$ cat config.mk
export PLATFORM = sky130hd
export DESIGN_NAME = char_display_serial_writer_flat
export DESIGN_NICKNAME = d
export VERILOG_FILES = /design/src/rtl/core/cdsw_pkg.sv /design/src/rtl/core/cdsw_if.sv /design/src/rtl/core/char_display_serial_writer.sv /design/src/rtl/core/cdsw_decode.sv /design/src/rtl/core/cdsw_serializer.sv /design/src/flat_wrapper.sv
export SDC_FILE = /design/constraint.sdc
export NUM_CORES = 1
export LEC_CHECK = 0
export BUFFER_PORTS_ARGS = -buffer_cell sky130_fd_sc_hd__buf_2
export CELL_PAD_IN_SITES_DETAIL_PLACEMENT = 1
export CELL_PAD_IN_SITES_GLOBAL_PLACEMENT = 2
export CORE_MARGIN = 4
export CORE_UTILIZATION = 36
export DETAILED_ROUTE_END_ITERATION = 8
export HOLD_SLACK_MARGIN = 0.03
export PLACE_DENSITY = 0.83
export REMOVE_ABC_BUFFERS = 1
export SLEW_MARGIN = 20
export SYNTH_ARGS = -nofsm -noshare
export SYNTH_HDL_FRONTEND = slang
export SYNTH_SLANG_ARGS = --single-unit
$ cat constraint.sdc
create_clock -name clk_i -period 2.18 [get_ports clk_i]
set_input_delay 0.327 -clock clk_i [delete_from_list [all_inputs] [get_ports clk_i]]
set_output_delay 0.327 -clock clk_i [all_outputs]
set_load 0.05 [all_outputs]
$ cat src/rtl/core/cdsw_pkg.sv
// Package for the serial character display writer.
// Holds mode codes, frame constants, display size defaults and the frame builder.
// No dependencies.
package cdsw_pkg;

  // Item modes
  typedef enum logic [1:0] {
    MODE_CHAR   = 2'd0,
    MODE_CURSOR = 2'd1,
    MODE_CMD    = 2'd2,
    MODE_DATA   = 2'd3
  } mode_e;

  localparam int unsigned FrameBits    = 24;
  localparam int unsigned CountW       = 6;
  localparam int unsigned ColumnCountD = 20;
  localparam int unsigned RowCountD    = 4;

  // Set-address command base for each display line
  localparam logic [3:0][7:0] LineBase = {8'hE0, 8'hC0, 8'hA0, 8'h80};

  typedef logic [FrameBits-1:0] frame_t;

  // Frame pending for the serializer; frames[23:0] goes out first
  typedef struct packed {
    logic                   valid;
    logic                   two;
    logic [2*FrameBits-1:0] frames;
  } pend_t;

  // Build one frame, bit 0 is sent first
  function automatic frame_t build_frame(logic is_data, logic [7:0] payload);
    frame_t f;
    f        = '0;
    f[4:0]   = 5'b11111;
    f[6]     = is_data;
    f[11:8]  = payload[3:0];
    f[19:16] = payload[7:4];
    return f;
  endfunction

endpackage

$ cat src/rtl/core/cdsw_if.sv
// Channel interfaces for the serial character display writer.
// Depends on nothing but plain logic types.
interface cdsw_in_if;
  logic       valid;
  logic       ready;
  logic [1:0] mode;
  logic [7:0] value;
  logic [5:0] col;
  logic [2:0] row;

  modport source (output valid, mode, value, col, row, input ready);
  modport sink   (input valid, mode, value, col, row, output ready);
endinterface

interface cdsw_out_if;
  logic valid;
  logic ready;
  logic serial_bit;
  logic frame_end;
  logic last;

  modport source (output valid, serial_bit, frame_end, last, input ready);
  modport sink   (input valid, serial_bit, frame_end, last, output ready);
endinterface

$ cat src/rtl/core/char_display_serial_writer.sv
// Top level of the serial character display writer.
// Depends on cdsw_pkg, cdsw_if, cdsw_decode and cdsw_serializer.
//
// Usage:
//   in_i carries one item per transfer: mode, value, col, row.
//   out_o carries one data-line bit per transfer with frame_end on the
//   24th bit of each frame and last on the final bit of an item.
//   A character write yields 48 bits (address frame, then data frame),
//   a raw command or raw data yields 24 bits, set cursor yields none.
//   An accepted item is registered in the pending register, then loaded
//   into the shift register, from which its first bit is offered.
//   Throughput: the serializer sends one bit per cycle while the receiver
//   is ready; the next item's bits follow the previous item's last bit
//   with no gap when the next item is already pending. One decoded item
//   waits in the pending register while the serializer works; set cursor
//   items pass at one per cycle while the pending register is free or taken.
//   Reset: cursor goes to column 0, line 0; no bits pending.
//   When the receiver stalls, the current bit holds and the input side
//   stops accepting once the pending register is full.
module char_display_serial_writer #(
  parameter int unsigned COLUMN_COUNT = cdsw_pkg::ColumnCountD,
  parameter int unsigned ROW_COUNT    = cdsw_pkg::RowCountD
) (
  input  logic       clk_i,
  input  logic       rst_ni,
  cdsw_in_if.sink    in_i,
  cdsw_out_if.source out_o
);

  cdsw_pkg::pend_t pend;
  logic            take;

  // Cursor tracking and frame composition
  cdsw_decode #(
    .COLUMN_COUNT (COLUMN_COUNT),
    .ROW_COUNT    (ROW_COUNT)
  ) u_decode (
    .clk_i  (clk_i),
    .rst_ni (rst_ni),
    .in_i   (in_i),
    .take_i (take),
    .pend_o (pend)
  );

  // Bit serializer
  cdsw_serializer u_serializer (
    .clk_i  (clk_i),
    .rst_ni (rst_ni),
    .pend_i (pend),
    .take_o (take),
    .out_o  (out_o)
  );

endmodule

$ cat src/rtl/core/cdsw_decode.sv
// Input stage: cursor tracking and frame composition into a pending register.
// Depends on cdsw_pkg and cdsw_in_if.
module cdsw_decode #(
  parameter int unsigned COLUMN_COUNT = cdsw_pkg::ColumnCountD,
  parameter int unsigned ROW_COUNT    = cdsw_pkg::RowCountD
) (
  input  logic           clk_i,
  input  logic           rst_ni,
  cdsw_in_if.sink        in_i,
  input  logic           take_i,
  output cdsw_pkg::pend_t pend_o
);

  logic [4:0]      col_q, col_d;
  logic [1:0]      line_q, line_d;
  cdsw_pkg::pend_t pend_q, pend_d;
  logic            accept;
  logic [5:0]      col_inc;
  logic [2:0]      line_inc;
  logic [7:0]      addr;

  assign in_i.ready = !pend_q.valid || take_i;
  assign accept     = in_i.valid && in_i.ready;
  assign pend_o     = pend_q;

  // Compose address and cursor advance
  always_comb begin
    col_inc  = {1'b0, col_q} + 6'd1;
    line_inc = {1'b0, line_q} + 3'd1;
    addr     = cdsw_pkg::LineBase[line_q] + {3'b000, col_q};
  end

  // Next cursor and pending frame
  always_comb begin
    col_d  = col_q;
    line_d = line_q;
    pend_d = pend_q;
    if (take_i) begin
      pend_d.valid = 1'b0;
    end
    if (accept) begin
      case (cdsw_pkg::mode_e'(in_i.mode))
        cdsw_pkg::MODE_CHAR: begin
          pend_d.valid  = 1'b1;
          pend_d.two    = 1'b1;
          pend_d.frames = {cdsw_pkg::build_frame(1'b1, in_i.value),
                           cdsw_pkg::build_frame(1'b0, addr)};
          if (col_inc >= 6'(COLUMN_COUNT)) begin
            col_d  = '0;
            line_d = (line_inc >= 3'(ROW_COUNT)) ? 2'd0 : line_inc[1:0];
          end else begin
            col_d  = col_inc[4:0];
          end
        end
        cdsw_pkg::MODE_CURSOR: begin
          if (in_i.col < 6'(COLUMN_COUNT) && in_i.row < 3'(ROW_COUNT)) begin
            col_d  = in_i.col[4:0];
            line_d = in_i.row[1:0];
          end else begin
            col_d  = '0;
            line_d = '0;
          end
        end
        cdsw_pkg::MODE_CMD: begin
          pend_d.valid  = 1'b1;
          pend_d.two    = 1'b0;
          pend_d.frames = {cdsw_pkg::FrameBits'(0),
                           cdsw_pkg::build_frame(1'b0, in_i.value)};
        end
        default: begin
          pend_d.valid  = 1'b1;
          pend_d.two    = 1'b0;
          pend_d.frames = {cdsw_pkg::FrameBits'(0),
                           cdsw_pkg::build_frame(1'b1, in_i.value)};
        end
      endcase
    end
  end

  // Hold cursor and pending frame
  always_ff @(posedge clk_i or negedge rst_ni) begin
    if (!rst_ni) begin
      col_q  <= '0;
      line_q <= '0;
      pend_q <= '0;
    end else begin
      col_q  <= col_d;
      line_q <= line_d;
      pend_q <= pend_d;
    end
  end

endmodule

$ cat src/rtl/core/cdsw_serializer.sv
// Output stage: shifts pending frames onto the data line, one bit per transfer.
// Depends on cdsw_pkg and cdsw_out_if.
module cdsw_serializer (
  input  logic            clk_i,
  input  logic            rst_ni,
  input  cdsw_pkg::pend_t pend_i,
  output logic            take_o,
  cdsw_out_if.source      out_o
);

  localparam logic [cdsw_pkg::CountW-1:0] OneFrame =
    cdsw_pkg::CountW'(cdsw_pkg::FrameBits);
  localparam logic [cdsw_pkg::CountW-1:0] TwoFrames =
    cdsw_pkg::CountW'(2 * cdsw_pkg::FrameBits);

  logic [2*cdsw_pkg::FrameBits-1:0] shift_q, shift_d;
  logic [cdsw_pkg::CountW-1:0]      cnt_q, cnt_d;
  logic                             xfer;

  assign xfer   = out_o.valid && out_o.ready;
  assign take_o = pend_i.valid && (cnt_q == '0 || (cnt_q == 6'd1 && out_o.ready));

  assign out_o.valid      = cnt_q != '0;
  assign out_o.serial_bit = shift_q[0];
  assign out_o.last       = cnt_q == 6'd1;
  assign out_o.frame_end  = cnt_q == 6'd1 || cnt_q == OneFrame + 6'd1;

  // Load a new item or advance one bit
  always_comb begin
    shift_d = shift_q;
    cnt_d   = cnt_q;
    if (take_o) begin
      shift_d = pend_i.frames;
      cnt_d   = pend_i.two ? TwoFrames : OneFrame;
    end else if (xfer) begin
      shift_d = shift_q >> 1;
      cnt_d   = cnt_q - 6'd1;
    end
  end

  always_ff @(posedge clk_i or negedge rst_ni) begin
    if (!rst_ni) begin
      cnt_q <= '0;
    end else begin
      cnt_q <= cnt_d;
    end
  end

  always_ff @(posedge clk_i) begin
    shift_q <= shift_d;
  end

`ifndef SYNTHESIS
  a_cnt_range: assert property (@(posedge clk_i) disable iff (!rst_ni)
    cnt_q <= TwoFrames)
    else $error("bit count out of range");
  a_last_ends_frame: assert property (@(posedge clk_i) disable iff (!rst_ni)
    out_o.valid && out_o.last |-> out_o.frame_end)
    else $error("last bit not at frame end");
  a_load_count: assert property (@(posedge clk_i) disable iff (!rst_ni)
    take_o |=> cnt_q == OneFrame || cnt_q == TwoFrames)
    else $error("bad count after load");
  a_stall_holds: assert property (@(posedge clk_i) disable iff (!rst_ni)
    out_o.valid && !out_o.ready |=> $stable(cnt_q))
    else $error("count moved while stalled");
`endif

endmodule

$ cat src/flat_wrapper.sv
// flat-port wrapper written by rule: the top's interface ports become plain ports
module char_display_serial_writer_flat 
#(
  parameter int unsigned COLUMN_COUNT = cdsw_pkg::ColumnCountD,
  parameter int unsigned ROW_COUNT    = cdsw_pkg::RowCountD
)
  (clk_i, rst_ni, in_i_valid, in_i_mode, in_i_value, in_i_col, in_i_row, in_i_ready, out_o_valid, out_o_serial_bit, out_o_frame_end, out_o_last, out_o_ready);
  cdsw_in_if in_i_i ();
  cdsw_out_if out_o_i ();
  input  logic clk_i;
  input  logic rst_ni;
  input wire logic [$bits(in_i_i.valid)-1:0] in_i_valid;
  input wire logic [$bits(in_i_i.mode)-1:0] in_i_mode;
  input wire logic [$bits(in_i_i.value)-1:0] in_i_value;
  input wire logic [$bits(in_i_i.col)-1:0] in_i_col;
  input wire logic [$bits(in_i_i.row)-1:0] in_i_row;
  output wire logic [$bits(in_i_i.ready)-1:0] in_i_ready;
  output wire logic [$bits(out_o_i.valid)-1:0] out_o_valid;
  output wire logic [$bits(out_o_i.serial_bit)-1:0] out_o_serial_bit;
  output wire logic [$bits(out_o_i.frame_end)-1:0] out_o_frame_end;
  output wire logic [$bits(out_o_i.last)-1:0] out_o_last;
  input wire logic [$bits(out_o_i.ready)-1:0] out_o_ready;
  assign in_i_i.valid = in_i_valid;
  assign in_i_i.mode = in_i_mode;
  assign in_i_i.value = in_i_value;
  assign in_i_i.col = in_i_col;
  assign in_i_i.row = in_i_row;
  assign in_i_ready = in_i_i.ready;
  assign out_o_valid = out_o_i.valid;
  assign out_o_serial_bit = out_o_i.serial_bit;
  assign out_o_frame_end = out_o_i.frame_end;
  assign out_o_last = out_o_i.last;
  assign out_o_i.ready = out_o_ready;
  char_display_serial_writer #(.COLUMN_COUNT(COLUMN_COUNT), .ROW_COUNT(ROW_COUNT)) u_core (.clk_i(clk_i), .rst_ni(rst_ni), .in_i(in_i_i), .out_o(out_o_i));
endmodule
Word level (Yosys, flattened, before mapping)
Cells that the tools add are included.
{ "op_classes": {"addsub": 4, "n_mux": 17, "bitwise_logic": 1, "n_reduce_logical": 17, "magnitude_cmp": 5, "eq_ne": 5} }
{ "ops": {"columns": ["cell", "n"], "rows": [
  ["one-hot mux 50 bit (3 select lines)", 1],
  ["2-to-1 mux 48 bit", 2],
  ["2-to-1 mux 50 bit", 1],
  ["2-to-1 mux 6 bit", 3],
  ["binary-select mux 8 bit (select 2 bit)", 1],
  ["2-to-1 mux 5 bit", 2],
  ["one-hot mux 5 bit (2 select lines)", 1],
  ["adder 8 x 5 -> 8 bit", 1],
  ["2-to-1 mux 8 bit", 1],
  ["adder 5 x 1 -> 6 bit (second input constant)", 1],
  ["equality test 6 x 1 -> 1 bit (second input constant)", 1],
  ["equality test 6 x 5 -> 1 bit (second input constant)", 1],
  ["greater-or-equal comparator 6 x 5 -> 1 bit (second input constant)", 1],
  ["logical NOT 6 bit", 1],
  ["< comparator 6 x 5 -> 1 bit (second input constant)", 1],
  ["2-to-1 mux 2 bit", 3],
  ["nonzero test 6 bit", 1],
  ["subtractor 6 x 1 -> 6 bit (second input constant)", 1],
  ["logical AND 1 bit", 5],
  ["one-hot mux 2 bit (2 select lines)", 1],
  ["AND reduction 2 bit", 2],
  ["nonzero test 2 bit", 2],
  ["adder 2 x 1 -> 3 bit (second input constant)", 1],
  ["greater-or-equal comparator 3 bit (second input constant)", 1],
  ["other kinds (11)", 13]
]} }
{ "word_totals": {"input_bits": 23, "register_bits": 111, "elab_cells": 56, "output_inout_bits": 5} }

Longest topological paths before layout
{ "logic_depth": {"word_depth": 7, "depth_mapped": 8} }

By module
Synthesis repeated with hierarchy kept, for this count alone.
{ "hier_totals": {"cells_unflattened": 441, "hier_area_um2": 4227.8} }
{ "by_module_without_submodules": {"columns": ["module", "cells_each", "n_inst", "seq_area_each_um2", "area_per_inst_um2"], "rows": [
  ["cdsw_serializer", 248, 1, 1591.5, 2499.9],
  ["cdsw_decode", 193, 1, 675.6, 1727.9]
]} }

Worst setup path after synthesis
Ideal clock, no wire load.
{ "synth_path": {"path_kind": "register -> output", "startpoint": "reg u_core.u_serializer.cnt_q[3] in the netlist's numbering", "endpoint": "out out_o_frame_end", "stages_incl_launch_ff": 4, "arrival_time_ps": 2256, "setup_slack_ps": -403, "path_cell_list": "dfrtp_1 -> buf_6 -> xor2_1 -> nor4b_1"} }
{ "synth_via": {"elab_chain_len": 2, "elab_cells_between_ends": 3} }
{ "synth_rtl": {"columns": ["item", "line_no", "source"], "rows": [
  ["start: declaration", "cdsw_serializer.sv:17", "logic [cdsw_pkg::CountW-1:0] cnt_q, cnt_d;"],
  ["start signal: assignment", "cdsw_serializer.sv:45", "cnt_q <= cnt_d;"],
  ["equality test 6 x 1 -> 1 bit / equality test 6 x 5 -> 1 bit (equally long branches)", "cdsw_serializer.sv:26", "assign out_o.frame_end = cnt_q == 6'd1 || cnt_q == OneFrame + 6'd1;"],
  ["logical OR 1 bit *", "cdsw_serializer.sv:26", null],
  ["end: declaration", "flat_wrapper.sv:20", "output wire logic [$bits(out_o_i.frame_end)-1:0] out_o_frame_end;"]
]} }
Mark *: on every way between the ends. The rest lies on a longest branch, timed or not.

Worst setup path in the final report
{ "layout_path": {"startpoint": "reg u_core.u_serializer.cnt_q[3] in the netlist's numbering", "endpoint": "out in_i_ready"} }
{ "layout_via": {"elab_chain_len": 5, "elab_cells_between_ends": 6} }
{ "layout_rtl": {"columns": ["item", "line_no", "source"], "rows": [
  ["equality test 6 x 1 -> 1 bit", "cdsw_serializer.sv:21", "assign take_o = pend_i.valid && (cnt_q == '0 || (cnt_q == 6'd1 && out_o.ready));"],
  ["logical AND 1 bit", "cdsw_serializer.sv:21", null],
  ["logical OR 1 bit *", "cdsw_serializer.sv:21", null],
  ["logical AND 1 bit *", "cdsw_serializer.sv:21", null],
  ["logical OR 1 bit *", "cdsw_decode.sv:22", "assign in_i.ready = !pend_q.valid || take_i;"],
  ["end: declaration", "flat_wrapper.sv:17", "output wire logic [$bits(in_i_i.ready)-1:0] in_i_ready;"]
]} }
Marks and branches as above.

==> flow_metrics.py <==
metrics = {
    "global_route": {
        "gr-max-usage-layer": "met2",
        "grt_pass1_vias": 2756,
        "grtUsageMet3_pct": 3.311,
        "grt_use_met2_pct": 26.17,
        "grt_first_pass_wirelength_microns": 13970,
        "grt_util_met1_pct": 19.89,
        "grt_max_degree": 45,
        "grt_usage_pct": 15.51,
        "grt_antenna_before_repair": 0,
        "overflow": 0,
    },
    "clock_tree": {
        "clock_sinks": 77,
        "cts_buffers": 9,
        "cts_root_buffer": "clkbuf_8",
        "clock_latency_ns": 0.35,
        "clock_path_buffers": 2,
        "htreeDepth": 3,
        "clkTransAtPathRegs_ns": 0.09,
        "ctsHoldBuffers": 0,
        "cts_tree": "yes",
    },
    "sta": {
        "fmax_ghz": 0.4763,
        "hold_viol": 0,
        "report.final.slew_viol_count": 0,
        "setup_tns_ns": 0,
        "setup_viol": 0,
        "rsz0062_at_grt": "no",
        "maxSlewHeadroom_pct": 47.28,
        "skew_ns": 0.01410,
        "whs_ns": 0.04147,
        "post-route-period-util_pct": 96.32,
        "period_minus_slack_ns": 2.100,
        "worstMarginPinSlew_ns": 0.7907,
    },
    "setup_path": {
        "critical_path_class": "register to output pin",
        "startpoint_type": "register",
        "r2r_slack_ns": 0.10,
        "crit_required_ns": 1.85,
        "path_max_fanout": 7,
        "reg2regPathDepth": 4,
        "end_kind": "output pin",
        "cp_data_arrival_time_ns": 1.77,
    },
    "layout": {
        "antenna-diode-count": 0,
        "design_area_sq_um": 4139,
        "drive_gt1_share_pct": 19.66,
        "fin_cells": 485,
        "area.growth.synth_to_final_pct": 18.19,
        "finalNetCount": 379,
    },
    "logic_synthesis": {
        "synth_top_area_cell": "edfxtp_1",
        "ys_async_sr_fraction_pct": 42.86,
        "synth_area_sq_um": 3502,
        "synth_cells": 310,
        "syn_avg_cell_area_sq_um": 11.30,
        "yosysWarningCount": 0,
        "yosysSeqAreaShare_pct": 61.31,
        "ys.flop_type": "edfxtp_1",
        "ys_types": 55,
        "ys_ff_latch": 77,
        "synth_most_common_cell": "nand2_1",
        "synth_edf_count": 44,
        "synth_area_leaders": "edfxtp_1 38%, dfrtp_1 24%, nand2_1 7.8%, and2_1 3.9%, a22o_1 2.0%",
        "synth.top_cell.area_share_pct": 37.73,
        "netlist_top_cells_count": "73 x nand2_1, 44 x edfxtp_1, 33 x dfrtp_1",
    },
    "detailed_routing": {
        "route.detailed.drc": 0,
        "vias": 2503,
        "dr.pass1.iters": 4,
        "wl_per_cell_microns": 16.46,
        "postRouteAntennaNets": 0,
        "finalWirelength_microns": 7985,
        "vias_per_cell": 5.161,
        "drtIter0Drc": 121,
    },
    "floorplanning": {
        "io_pins": 28,
        "rows": 35,
        "core_sq_um": 9371,
        "die_w_microns": 106.6,
        "die-area_sq_um": 11370,
        "initial_core_util_pct": 37.37,
        "die_h_microns": 106.6,
    },
    "placement": {
        "placed_cells": 467,
        "placed_area_sq_um": 3869,
        "numPortBuffers": 27,
        "dp_hpwl_microns": 5434,
        "place.gp.congestion": 0.8238,
    },
    "power": {
        "p_leak_nw": 1.757,
        "p_per_area_nw_per_um2": 1270,
        "power.total_mw": 5.257,
        "peakVddDrop_uv": 403.0,
    },
    "run": {
        "max-cap-violations": 0,
    },
    "outcome": {
        "status": "finished clean",
    },
    "min_path": {
        "hold_path_class": "input port to asynchronous set/reset pin",
    },
}
where the power goes:
part / total, mW / switching [mW] / internal (mW)
combinational: 1.51 / 0.825 / 0.687
clock: 1.20 / 0.552 / 0.649
sequential: 2.54 / 0.377 / 2.17
final timing paths:
path	start	endpoint
min reg2reg	u_core.u_decode.pend_o[4]	u_core.u_decode.pend_o[4]
min	rst_ni	u_core.u_serializer.cnt_q[1]
max in group asynchronous	rst_ni	u_core.u_serializer.cnt_q[3]
max	u_core.u_serializer.cnt_q[3]	in_i_ready
min in group clk_i	in_i_value[5]	u_core.u_decode.pend_o[41]
max reg2reg	u_core.u_serializer.cnt_q[3]	u_core.u_decode.line_q[1]
layout make-up:
cell class | count | area, sq um
clock buffers | 9 | 123.9
clock inverters | 7 | 97.59
fillers | 1046 | 5233
inverters | 13 | 48.80
multi-input cells | 207 | 1272
flip-flops and latches | 77 | 2148
well taps | 129 | 161.4
repair buffers | 43 | 286.5
sequential cells by signal, indices dropped and copies added, names as in the netlist:
name and cells:
u_core.u_decode.col_q 5, u_core.u_decode.line_q 2, u_core.u_decode.pend_o 20, u_core.u_serializer.cnt_q 6, u_core.u_serializer.shift_q 44
repair_timing:
item                                   CTS  global route
resized for setup                        6             3
endpoints found under the hold margin    0             0
buffers inserted                         0             2
gates cloned                             0             0
setup endpoints to repair                1             7
pin swaps                                0             1
layout by cell type, fill, tap and decap left out, types with 2 or more instances in the layout:
cell,n
buf_4,14
a31oi_1,4
nand3_1,8
o2bb2a_1,2
clkinv_1,2
nor2b_1,2
ha_1,5
nand2_1,73
buf_2,26
inv_1,11
bufinv_16,2
a22oi_1,2
dfrtp_1,32
and2_1,22
o221ai_1,2
a22o_1,8
buf_12,2
clkbuf_8,9
clkinv_4,2
nor2_1,9
edfxtp_1,44
nor4_1,2
o22ai_1,7
a2bb2oi_1,8
o21ai_0,6
nor3_1,5
a21oi_1,3
a21o_1,8
through the flow:
step,worst slack (ns),util [%]
after global routing,0.008004,44.17
after global placement,0.1536,41.28
after floorplan,-0.3829,-
after detailed placement,0.1067,41.28
after CTS,0.006668,43.81
final,0.08026,44.17
critical path, cell delays in order, from the launching register on:
cell	delay, ns
dfrtp_2	0.46
or4_1	0.59
o21ai_2	0.19
buf_6	0.18
metal layers:
metal	vias up	part of all wire [%]
li1	1207	-
met1	1256	46
met2	30	50
met3	10	2.3
met4	0	1.4
met5	-	0
logic make-up (layout without fill, tap and decap cells):
logic type	after synthesis	after routing	share of synthesized area, %
adders and majority gates	5	5	1.786
AOI/OAI and AO/OA	65	65	14.61
buffers and inverters	26	72	3.108
xor gates and xnor gates	1	1	0.2501
and+or+nand+nor	133	133	18.01
muxes	3	3	0.9289
DFF	77	77	61.31
(Power assumes the default switching activity.)
